$ cat config.mk
export PLATFORM = sky130hd
export DESIGN_NAME = signed_division_magic_number_unit
export DESIGN_NICKNAME = d
export VERILOG_FILES = /design/src/sdmn_pkg.sv /design/src/sdmn_div_step.sv /design/src/signed_division_magic_number_unit.sv
export VERILOG_INCLUDE_DIRS = /design/src /design/src/src
export SDC_FILE = /design/constraint.sdc
export NUM_CORES = 1
export LEC_CHECK = 0
export BUFFER_PORTS_ARGS = -buffer_cell sky130_fd_sc_hd__buf_4
export CAP_MARGIN = 40
export CORE_MARGIN = 2
export CORE_UTILIZATION = 44
export CTS_CLUSTER_SIZE = 20
export DETAILED_ROUTE_END_ITERATION = 6
export SYNTH_ARGS = -nofsm -noshare
export SYNTH_HDL_FRONTEND = slang
export SYNTH_SLANG_ARGS = --single-unit
$ cat constraint.sdc
create_clock -name aclk -period 7 [get_ports aclk]
set_clock_uncertainty 0.15 [all_clocks]
set_input_delay 0.7 -clock aclk [delete_from_list [all_inputs] [get_ports aclk]]
set_output_delay 0.7 -clock aclk [all_outputs]
set_load 0.03 [all_outputs]
$ cat src/signed_division_magic_number_unit_macros.svh
// Assertion macros shared by the magic number unit RTL.
`ifndef SIGNED_DIVISION_MAGIC_NUMBER_UNIT_MACROS_SVH
`define SIGNED_DIVISION_MAGIC_NUMBER_UNIT_MACROS_SVH

// Same-cycle implication, disabled while reset is asserted.
`define SDMN_ASSERT_NOW(lbl, clk, rst_n, ante, cons) \
    lbl: assert property (@(posedge clk) disable iff (!rst_n) (ante) |-> (cons)) \
        else $error("sdmn assertion failed");

// Next-cycle implication, disabled while reset is asserted.
`define SDMN_ASSERT_NEXT(lbl, clk, rst_n, ante, cons) \
    lbl: assert property (@(posedge clk) disable iff (!rst_n) (ante) |=> (cons)) \
        else $error("sdmn assertion failed");

`endif

$ cat src/sdmn_pkg.sv
// Shared constants and operand types of the magic number unit.
`default_nettype none

package sdmn_pkg;

    localparam int WORD_W   = 32;             // divisor and remainder width
    localparam int QUOT_W   = 34;             // quotient register width
    localparam int MULT_W   = 34;             // magic multiplier width
    localparam int SHIFT_W  = 5;              // post shift width
    localparam int STEP_W   = 6;              // step counter, holds 0..32
    localparam int IDX_W    = 5;              // dividend bit index
    localparam int OUT_W    = 40;             // result tdata, padded to bytes

    localparam logic [STEP_W-1:0] MAX_STEPS = 6'd32;
    localparam logic [IDX_W-1:0]  MSB_IDX   = 5'd31;
    localparam logic [WORD_W-1:0] MIN_DIV   = 32'h8000_0000;
    localparam logic [WORD_W-1:0] TWO31     = 32'h8000_0000;

    // Operands of one restoring shift/subtract step
    typedef struct packed {
        logic [QUOT_W-1:0] q;
        logic [WORD_W-1:0] r;
        logic [WORD_W-1:0] d;
        logic              din;
    } sdmn_step_in_t;

    // Result of one step
    typedef struct packed {
        logic [QUOT_W-1:0] q;
        logic [WORD_W-1:0] r;
    } sdmn_step_out_t;

endpackage

`default_nettype wire

$ cat src/sdmn_div_step.sv
// Shared restoring divide step: shift in one dividend bit, compare, subtract.
`default_nettype none

module sdmn_div_step (
    input  wire sdmn_pkg::sdmn_step_in_t  op_i,
    output      sdmn_pkg::sdmn_step_out_t res_o
);
    import sdmn_pkg::*;

    logic [WORD_W:0] rem_shift;
    logic [WORD_W:0] rem_diff;
    logic            ge;

    // Partial remainder stays below the divisor, so WORD_W+1 bits suffice
    assign rem_shift = {op_i.r, op_i.din};
    assign rem_diff  = rem_shift - {1'b0, op_i.d};
    assign ge        = (rem_shift >= {1'b0, op_i.d});

    assign res_o.r = ge ? rem_diff[WORD_W-1:0] : rem_shift[WORD_W-1:0];
    assign res_o.q = {op_i.q[QUOT_W-2:0], ge};

endmodule

`default_nettype wire

$ cat src/signed_division_magic_number_unit.sv
// Magic multiplier and post shift generator for signed 32-bit constant division.
//
// Usage:
//   Input channel s_*: one signed 32-bit divisor per transfer in s_tdata.
//   Result channel m_*: m_tdata[33:0] magic multiplier (signed), m_tdata[38:34]
//   post shift; m_tuser is the invalid flag (zero or most negative divisor).
//   The block handles one divisor at a time; s_tready is high only while idle.
//   Operation: a single restoring divide-step unit is shared by three 32-step
//   divisions (t / |d|, 2^31 / anc, 2^31 / |d|) followed by the refinement
//   loop, each step of which takes two unit steps and one delta compare.
//   The refinement loop runs 1 to 32 steps. Invalid divisors skip the divisions
//   and go straight to the final state; the next divisor is taken once the unit
//   is back in idle.
//   A finished result sits in an output register; a new divisor may be
//   accepted while it waits. If the receiver still stalls when the next
//   result is ready, the unit holds in its final state until the slot frees.
//   Reset (aresetn low, synchronous) returns to idle and drops m_tvalid.
`default_nettype none

module signed_division_magic_number_unit (
    input  wire logic                      aclk,
    input  wire logic                      aresetn,
    input  wire logic                      s_tvalid,
    output      logic                      s_tready,
    input  wire logic [sdmn_pkg::WORD_W-1:0] s_tdata,   // [31:0] divisor
    output      logic                      m_tvalid,
    input  wire logic                      m_tready,
    output      logic [sdmn_pkg::OUT_W-1:0] m_tdata,    // [33:0] magic_multiplier,
                                                        // [38:34] post_shift, [39] 0
    output      logic                      m_tuser      // [0] invalid
);
    import sdmn_pkg::*;

    `include "signed_division_magic_number_unit_macros.svh"

    typedef enum logic [3:0] {
        ST_IDLE,
        ST_DIV_T,
        ST_CALC_ANC,
        ST_DIV_ANC,
        ST_DIV_AD,
        ST_STEP2,
        ST_STEP1,
        ST_CHECK,
        ST_FINISH
    } state_t;

    state_t              state_reg;
    logic [WORD_W-1:0]   ad_reg;
    logic [WORD_W-1:0]   t_reg;
    logic [WORD_W-1:0]   anc_reg;
    logic                neg_reg;
    logic                zero_reg;
    logic                invalid_reg;
    logic [QUOT_W-1:0]   q1_reg, q2_reg;
    logic [WORD_W-1:0]   r1_reg, r2_reg;
    logic [IDX_W-1:0]    idx_reg;
    logic [STEP_W-1:0]   step_reg;
    logic                m_tvalid_reg;
    logic [OUT_W-1:0]    m_tdata_reg;
    logic                m_tuser_reg;

    sdmn_step_in_t       unit_in;
    sdmn_step_out_t      unit_out;
    logic                sel_q1;
    logic [WORD_W-1:0]   anc_next;
    logic [WORD_W-1:0]   delta;
    logic                keep_going;
    logic [MULT_W-1:0]   mag_pos;
    logic [MULT_W-1:0]   mag_final;
    logic [SHIFT_W-1:0]  shift_final;
    logic                out_free;
    logic                in_check;
    logic                rem_ok;

    // Operand selection for the shared divide step
    assign sel_q1 = (state_reg == ST_DIV_ANC) || (state_reg == ST_STEP1);

    always_comb begin
        unit_in.q = sel_q1 ? q1_reg : q2_reg;
        unit_in.r = sel_q1 ? r1_reg : r2_reg;
        unit_in.d = sel_q1 ? anc_reg : ad_reg;
        unit_in.din = 1'b0;
        unique case (state_reg)
            ST_DIV_T:               unit_in.din = t_reg[idx_reg];
            ST_DIV_ANC, ST_DIV_AD:  unit_in.din = (idx_reg == MSB_IDX);
            default:                unit_in.din = 1'b0;
        endcase
    end

    sdmn_div_step u_step (
        .op_i  (unit_in),
        .res_o (unit_out)
    );

    // anc = t - 1 - (t mod |d|); remainder of the first division is in r2
    assign anc_next = t_reg - {{(WORD_W-1){1'b0}}, 1'b1} - r2_reg;

    // Loop exit test
    assign delta      = ad_reg - r2_reg;
    assign keep_going = (q1_reg < {{(QUOT_W-WORD_W){1'b0}}, delta}) ||
                        ((q1_reg == {{(QUOT_W-WORD_W){1'b0}}, delta}) &&
                         (r1_reg == '0));

    // Final multiplier and shift
    assign mag_pos     = q2_reg + {{(MULT_W-1){1'b0}}, 1'b1};
    assign mag_final   = zero_reg ? '0 : (neg_reg ? (~mag_pos + MULT_W'(1)) : mag_pos);
    assign shift_final = zero_reg ? '0 : SHIFT_W'(step_reg - STEP_W'(1));

    assign out_free = !m_tvalid_reg || m_tready;

    // Sequencer and registered outputs
    always_ff @(posedge aclk) begin
        if (!aresetn) begin
            state_reg    <= ST_IDLE;
            step_reg     <= '0;
            m_tvalid_reg <= 1'b0;
        end else begin
            // FINISH reloads the output slot itself
            if (m_tvalid_reg && m_tready && state_reg != ST_FINISH) begin
                m_tvalid_reg <= 1'b0;
            end
            unique case (state_reg)
                ST_IDLE: begin
                    if (s_tvalid) begin
                        neg_reg  <= s_tdata[WORD_W-1];
                        ad_reg   <= s_tdata[WORD_W-1] ? (~s_tdata + WORD_W'(1)) : s_tdata;
                        t_reg    <= TWO31 | {{(WORD_W-1){1'b0}}, s_tdata[WORD_W-1]};
                        q2_reg   <= '0;
                        r2_reg   <= '0;
                        idx_reg  <= MSB_IDX;
                        step_reg <= '0;
                        if (s_tdata == '0 || s_tdata == MIN_DIV) begin
                            zero_reg    <= 1'b1;
                            invalid_reg <= 1'b1;
                            state_reg   <= ST_FINISH;
                        end else begin
                            zero_reg    <= 1'b0;
                            invalid_reg <= 1'b0;
                            state_reg   <= ST_DIV_T;
                        end
                    end
                end
                ST_DIV_T: begin
                    q2_reg  <= unit_out.q;
                    r2_reg  <= unit_out.r;
                    idx_reg <= idx_reg - IDX_W'(1);
                    if (idx_reg == '0) begin
                        state_reg <= ST_CALC_ANC;
                    end
                end
                ST_CALC_ANC: begin
                    anc_reg <= anc_next;
                    q1_reg  <= '0;
                    r1_reg  <= '0;
                    idx_reg <= MSB_IDX;
                    if (anc_next == '0) begin
                        zero_reg  <= 1'b1;
                        state_reg <= ST_FINISH;
                    end else begin
                        state_reg <= ST_DIV_ANC;
                    end
                end
                ST_DIV_ANC: begin
                    // index wraps from 0 back to the top bit for the next division
                    q1_reg  <= unit_out.q;
                    r1_reg  <= unit_out.r;
                    idx_reg <= idx_reg - IDX_W'(1);
                    if (idx_reg == '0) begin
                        q2_reg    <= '0;
                        r2_reg    <= '0;
                        state_reg <= ST_DIV_AD;
                    end
                end
                ST_DIV_AD: begin
                    q2_reg  <= unit_out.q;
                    r2_reg  <= unit_out.r;
                    idx_reg <= idx_reg - IDX_W'(1);
                    if (idx_reg == '0) begin
                        state_reg <= ST_STEP2;
                    end
                end
                ST_STEP2: begin
                    q2_reg    <= unit_out.q;
                    r2_reg    <= unit_out.r;
                    step_reg  <= step_reg + STEP_W'(1);
                    state_reg <= ST_STEP1;
                end
                ST_STEP1: begin
                    q1_reg    <= unit_out.q;
                    r1_reg    <= unit_out.r;
                    state_reg <= ST_CHECK;
                end
                ST_CHECK: begin
                    if (!keep_going || step_reg == MAX_STEPS) begin
                        state_reg <= ST_FINISH;
                    end else begin
                        state_reg <= ST_STEP2;
                    end
                end
                ST_FINISH: begin
                    if (out_free) begin
                        m_tvalid_reg <= 1'b1;
                        m_tdata_reg  <= {{(OUT_W-MULT_W-SHIFT_W){1'b0}}, shift_final,
                                         mag_final};
                        m_tuser_reg  <= invalid_reg;
                        state_reg    <= ST_IDLE;
                    end
                end
                default: begin
                    state_reg <= ST_IDLE;
                end
            endcase
        end
    end

    assign s_tready = aresetn && (state_reg == ST_IDLE);
    assign m_tvalid = m_tvalid_reg;
    assign m_tdata  = m_tdata_reg;
    assign m_tuser  = m_tuser_reg;

    assign in_check = (state_reg == ST_CHECK);
    assign rem_ok   = (r2_reg < ad_reg) && (r1_reg < anc_reg);

    // Remainders stay below their divisors during refinement
    `SDMN_ASSERT_NOW(a_rem_bound, aclk, aresetn, in_check, rem_ok)
    // Step counter never passes its bound
    `SDMN_ASSERT_NOW(a_step_bound, aclk, aresetn, 1'b1, step_reg <= MAX_STEPS)
    // An invalid result carries zero multiplier and shift
    `SDMN_ASSERT_NOW(a_invalid_zero, aclk, aresetn, m_tvalid && m_tuser, m_tdata == '0)
    // An accepted divisor starts work and blocks further input
    `SDMN_ASSERT_NEXT(a_busy_after_accept, aclk, aresetn, s_tvalid && s_tready, !s_tready)

endmodule

`default_nettype wire

## Yosys cells after proc, flatten, opt, wreduce, memory -nomap -nowiden

Index checks and enable logic that the tools add are counted.

- $add $sub $neg: 10
- Order comparisons: 3
- Equal/unequal tests: 19
- Muxes and demuxes: 37
- Bitwise logic cells: 2
- Reduce and logical (&&, ||, !) cells: 34

Operators by type and width:

| operator | count |
|---|---|
| $mux 32 | 5 |
| $mux 34 | 3 |
| $pmux 34 s3 | 1 |
| $logic_not 32->1 | 3 |
| $pmux 32 s3 | 1 |
| $sub 32x32->32 | 3 |
| $add 34x1->34 const B | 2 |
| $pmux 34 s2 | 1 |
| $pmux 32 s2 | 1 |
| $pmux 4 s9 | 1 |
| $eq 34x32->1 | 1 |
| $lt 34x32->1 | 1 |
| $not 34->34 | 1 |
| $ge 33x32->1 | 1 |
| $mux 33 | 1 |
| $add 32x1->32 const B | 1 |
| $eq 32x32->1 const B | 1 |
| $mux 4 | 8 |
| $not 32->32 | 1 |
| $sub 32x1->32 const B | 1 |
| $mux 31 | 1 |
| $eq 4x3->1 const B | 4 |
| $pmux 5 s3 | 1 |
| $pmux 6 s2 | 1 |
| 29 further kinds | 60 |

- Register bits after elaboration: 255
- Input port bits: 36
- Output and inout bits: 43
- Logic and storage cells: 121

## Longest topological paths before layout

- Depth in word-level cells: 8
- Mapped depth: 21
- Gate-level depth less buffers: 21

## Modules after synthesis

From an unflattened synthesis, not the netlist that was laid out.

- Cell total of the unflattened synthesis: 1965
- Area total of the unflattened synthesis: 19064.5 um^2

Modules (own cells, without submodules):

| module | instances | cells each | area each (um^2) | seq. area each (um^2) |
|---|---|---|---|---|
| signed_division_magic_number_unit | 1 | 1608 | 16478.3 | 7547.2 |
| sdmn_div_step | 1 | 357 | 2586.2 | 0.0 |

## Worst setup path after synthesis

OpenSTA, ideal clock, no wires.

- Kind: register to register
- Start: reg state_reg[0]
- End: reg q1_reg[0], enable pin
- Setup time: 591 ps
- Data arrival time: 6355 ps
- Required time: 6259 ps
- Path slack: -95 ps
- Stages on the path, launching flop included: 7
- Path buffers: 3
- Clock period less this slack: 7095 ps
- Cell sequence: dfxtp_1 > clkbuf_1 > xor2_1 > nand2_1 > buf_1 > buf_1 > a21boi_0

- Cells in the longest elaborated chain, start to end: 4
- Elaborated cells on any way between the ends: 6
- Classes of those cells: eq/ne (3); reduce/logical (3)

Ends and longest elaborated chain:

| item | line | RTL |
|---|---|---|
| from (decl) | signed_division_magic_number_unit.sv:48 | `state_t state_reg;` |
| from (signal assigned) | signed_division_magic_number_unit.sv:115 | `state_reg <= ST_IDLE;` |
| from (signal assigned) | signed_division_magic_number_unit.sv:136 | `state_reg <= ST_FINISH;` |
| from (signal assigned) | signed_division_magic_number_unit.sv:140 | `state_reg <= ST_DIV_T;` |
| $eq 4x2->1 or $eq 4x3->1 (tied branches) | signed_division_magic_number_unit.sv:123 | `unique case (state_reg)` |
| $reduce_or 2->1 (no source line) | -- |  |
| $reduce_bool 2->1 (no source line) * | -- |  |
| $reduce_and 2->1 (no source line) * | -- |  |
| to (signal assigned) | signed_division_magic_number_unit.sv:166 | `q1_reg <= unit_out.q;` |
| to (signal assigned) | signed_division_magic_number_unit.sv:190 | `q1_reg <= unit_out.q;` |
| to (decl) | signed_division_magic_number_unit.sv:55 | `logic [QUOT_W-1:0] q1_reg, q2_reg;` |

Every way passes the cells marked *; elsewhere a longest branch is shown, timed or not.
A chain may end at the register's enable or synchronous reset.

## Final worst setup path

- Start: reg state_reg[0]
- End: reg r2_reg[30], data pin

- Cells in the longest elaborated chain, start to end: 6
- Elaborated cells on any way between the ends: 16
- Classes of those cells: add/sub (1); order compare (1); eq/ne (5); mux (5); reduce/logical (4)

Ends and longest elaborated chain:

| item | line | RTL |
|---|---|---|
| $eq 4x2->1 (tied with other cells) | signed_division_magic_number_unit.sv:77, signed_division_magic_number_unit.sv:84, signed_division_magic_number_unit.sv:123 |  |
| $reduce_or 2->1 or $logic_or 1x1->1 (tied branches) | signed_division_magic_number_unit.sv:84, signed_division_magic_number_unit.sv:77 |  |
| $pmux 1 s2 (tied with other cells) | signed_division_magic_number_unit.sv:84 | `unique case (state_reg)` |
| $sub 32x32->32 or $ge 33x32->1 (tied branches) | sdmn_div_step.sv:16, sdmn_div_step.sv:17 |  |
| $mux 32 | sdmn_div_step.sv:19 | `assign res_o.r = ge ? rem_diff[WORD_W-1:0] : rem_shift[WORD_W-1:0];` |
| $pmux 32 s3 * | signed_division_magic_number_unit.sv:123 |  |
| to (signal assigned) | signed_division_magic_number_unit.sv:146 | `r2_reg <= unit_out.r;` |
| to (signal assigned) | signed_division_magic_number_unit.sv:177 | `r2_reg <= unit_out.r;` |
| to (signal assigned) | signed_division_magic_number_unit.sv:185 | `r2_reg <= unit_out.r;` |
| to (decl) | signed_division_magic_number_unit.sv:56 | `logic [WORD_W-1:0] r1_reg, r2_reg;` |

Marked as above.

==> impl_results.md <==
- Nature of the critical path startpoint: flip-flop
- Net count after synthesis: 2047
- Register clock-pin slew on the reported worst setup and hold paths: approximately 0.060 ns
- Final hold vios: 0
- Startpoint of the lowest-slack register-to-register path: state_reg[0]
- Most common cell after layout, fill and taps aside: edfxtp_1
- Required time at the worst-slack endpoint: about 7.2 ns
- HPWL after detailed placement: about 38 mm
- Number of pins with negative max-slew slack in the final report: 0
- Simple-gate area share of the yosys netlist: 21.70%
- Cell Pwr Density: between 300 and 400 nW/um^2
- Most used flip-flop cell after synthesis: edfxtp_1
- Clock latency of the later-clocked register in the worst-skew pair: slightly below 0.6 ns
- Largest family of logic cells by synthesized area: simple AND/OR/NAND/NOR gates
- Dpl cells: between 2000 and 2500
- Sum of internal, switching and leakage power: ~8 mW
- Number of max-capacitance violations reported: 0
- Global-route wire length before repair: between 70 and 80 mm
- Cell at the slowest stage of the critical path: dfxtp_1
- Worst Hold Margin: just under 0.2 ns
- Multiplexer area fraction after synthesis: between 2 and 3%
- Sinks on the clock net: ~260
- Tcrit/Tclk final: between 80% and 90%
- Post-synthesis average cell area: around 9.6 sq um
- Kind of capture point of the worst setup path: flip-flop
- Residual DRC count: 0
- Flip-flop and latch count after synthesis: roughly 260
- Highest-count cells in the layout ignoring fill and taps: edfxtp_1, nand2_1, nor2_1
- Drt pass-1 iters: 7
- Number of enable flip-flop cells after synthesis: between 200 and 250
- DIE AREA: around 43000 sq um
- Cells resized by post-CTS repair: 0
- Vias per inst: between 5 and 6
- Die Height: ~210 um
- Critical path class: reg -> reg
- Start point of the critical path: state_reg[0]
- # setup viols final: 0
- Setup repair after global routing missed its margin: no
- Postcts setup bufs: 0
- Maximum level of the CTS H-tree: 1
- Critical Path AT: 5.85 ns
- Post-Synthesis Cells: between 1500 and 2000
- Cell-by-cell listing of the critical path: xor2_2 > nand2_2 > mux2i_1 > ha_1 > and4_1 > and3_1 > and3_1 > a221oi_1 > o2111ai_1 > nand2_1 > buf_4 > a2111oi_0 > a211o_1
- Non-Filler Instances: ~2500
- Synth Area in Adders: around 7.4%
- Remaining Overflow, GRT: 0
- Post-DR wirelength/cell: approximately 20 um
- Number of ports placed on the die boundary: between 70 and 80
- Shortest clock period the worst path allows after layout: ~5.7 ns
- Post-layout nets: 2089
- Final Wtd Congestion: about 0.90
- Kind of path behind the tightest hold check: in -> reg
- Cell row count: between 70 and 80
- Max FO, Critical Path: 22
- Share of layout cells above drive strength 1: a little over a tenth
- Final core utilization: between 50% and 60%
- Layout overhead on the synthesized area: 12.00%
- Antenna violations before repair: 3
- Number of clock buffers inserted by TritonCTS: 31
- Crit path buf inv count: 1
- CTS Root Cell: clkbuf_16
- Core region area: a little over 40000 sq um
- Count of warnings emitted by yosys: 0
- Most used cell, CP: and3_1
- Max frequency: roughly 180 MHz
- Worst vdd rail ir drop: 0.0002228 V
- Tightest Pin Transition: between 0.8 and 0.9 ns
- Number of distinct standard cells referenced by the synthesized netlist: between 90 and 100
- Summed instance area of the synthesized netlist: roughly 18000 sq um
- Max Buffers Root-to-Sink: 3
- Post-synthesis share of cell area spent on xor and xnor gates: 8.321%
- CTS hold repair buffers: 0
- CTS tree: yes
- Aggregate global-route resource usage: between 20% and 30%
- Overall routed net length: ~50 mm
- Static Leak: 7.756 nW
- Largest stage delay on the critical path: around 0.8 ns
- Setup TNS: 0 ns
- Count of buffers inserted at the top-level ports: a little under 80
- Status: finished clean
- Die span in x: 208.0 um
- Worst slew margin: 40.24%
- Synthesized-area fraction occupied by ao, oa, aoi and oai cells: about 15%
- Max reg flops: 39
- Iteration-0 DRC count of the detailed router: 1079
- Initial core utilization: ~45%
- Kind of cell with the highest combined delay on the critical path: simple AND/OR/NAND/NOR gates
- Number of antenna-violating nets in the routed design: 0
- Total via count in the routed design: about 15000
- Via count of the first global-routing pass: around 15000
- Register area share after synthesis: roughly two fifths
- Maximum number of pins on one net before global-route repair: 67
- Share of async-settable or async-resettable flops after synthesis: 0%
- Startpoint of the most critical hold path: s_tdata[0]
synthesized netlist by cell type, types with 47 or more instances:
master / instances / area share, %
a21oi_1: 107 / 2.9
and3_1: 52 / 1.8
clkbuf_1: 73 / 1.5
edfxtp_1: 244 / 40
ha_1: 105 / 7.2
inv_1: 66 / 1.4
mux2i_1: 47 / 2.6
nand2_1: 168 / 3.4
nand3_1: 71 / 1.9
nor2_1: 143 / 2.9
o21ai_0: 100 / 2.7
xnor2_1: 123 / 5.9
xor2_1: 51 / 2.4
cell families after synthesis:
family                     count (synthesis)
and+or+nand+nor                          729
AOI/OAI and AO/OA                        422
DFF                                      255
xor gates and xnor gates                 174
buffers and inverters                    164
adders and majority gates                107
muxes                                     52
other                                      1
routing by layer:
| layer | vias up | global-route usage, % | routed length (um) |
|---|---|---|---|
| li1 | 7230 | - | - |
| met1 | 7061 | 28.29 | 21110 |
| met5 | - | 0 | 0 |
| met2 | 445 | 39.10 | 23860 |
| met4 | 0 | 8.951 | 2063 |
| met3 | 115 | 3.502 | 2631 |
worst reg2reg max path: stages, from the launching register on:
cell and delay (ns):
dfxtp_1 0.79, xor2_2 0.17, nand2_2 0.63, mux2i_1 0.48
ha_1 0.43, and4_1 0.26, and3_1 0.22, and3_1 0.22
a221oi_1 0.43, o2111ai_1 0.30, nand2_1 0.60, buf_4 0.37
a2111oi_0 0.11, a211o_1 0.26
stage by stage:
step	setup slack (ns)	instance area, sq um
5_1_grt	0.9267	20510
3_3_place_gp	1.151	19410
4_1_cts	1.410	20510
2_1_floorplan	0.2959	18320
6_report	1.334	20510
3_5_place_dp	1.449	19520
final timing paths:
| kind | end | slack, ns | depth (start not counted) |
|---|---|---|---|
| worst min-delay path | ad_reg[0] | 0.20 | 1 |
| worst max-delay path | r2_reg[30] | 1.33 | 13 |
| worst max register to register | r2_reg[30] | 1.33 | 13 |
| worst min register to register | m_tuser | 0.31 | 0 |
final cells by class:
class / count / area (sq um)
Sequential cell: 255 / 7548
Fill cell: 3781 / 20410
Multi-Input combinational cell: 1485 / 10190
Inverter: 66 / 247.7
Timing Repair Buffer: 107 / 867.1
Clock inverter: 24 / 206.4
Tap cell: 532 / 665.6
Antenna cell: 1 / 2.502
Clock buffer: 34 / 787.0
power by group:
| part | switching [mW] | internal [mW] |
|---|---|---|
| registers | 0.311 | 2.08 |
| clock network | 0.667 | 0.917 |
| logic | 2.57 | 1.57 |
Power figures use the tool's default switching activity.
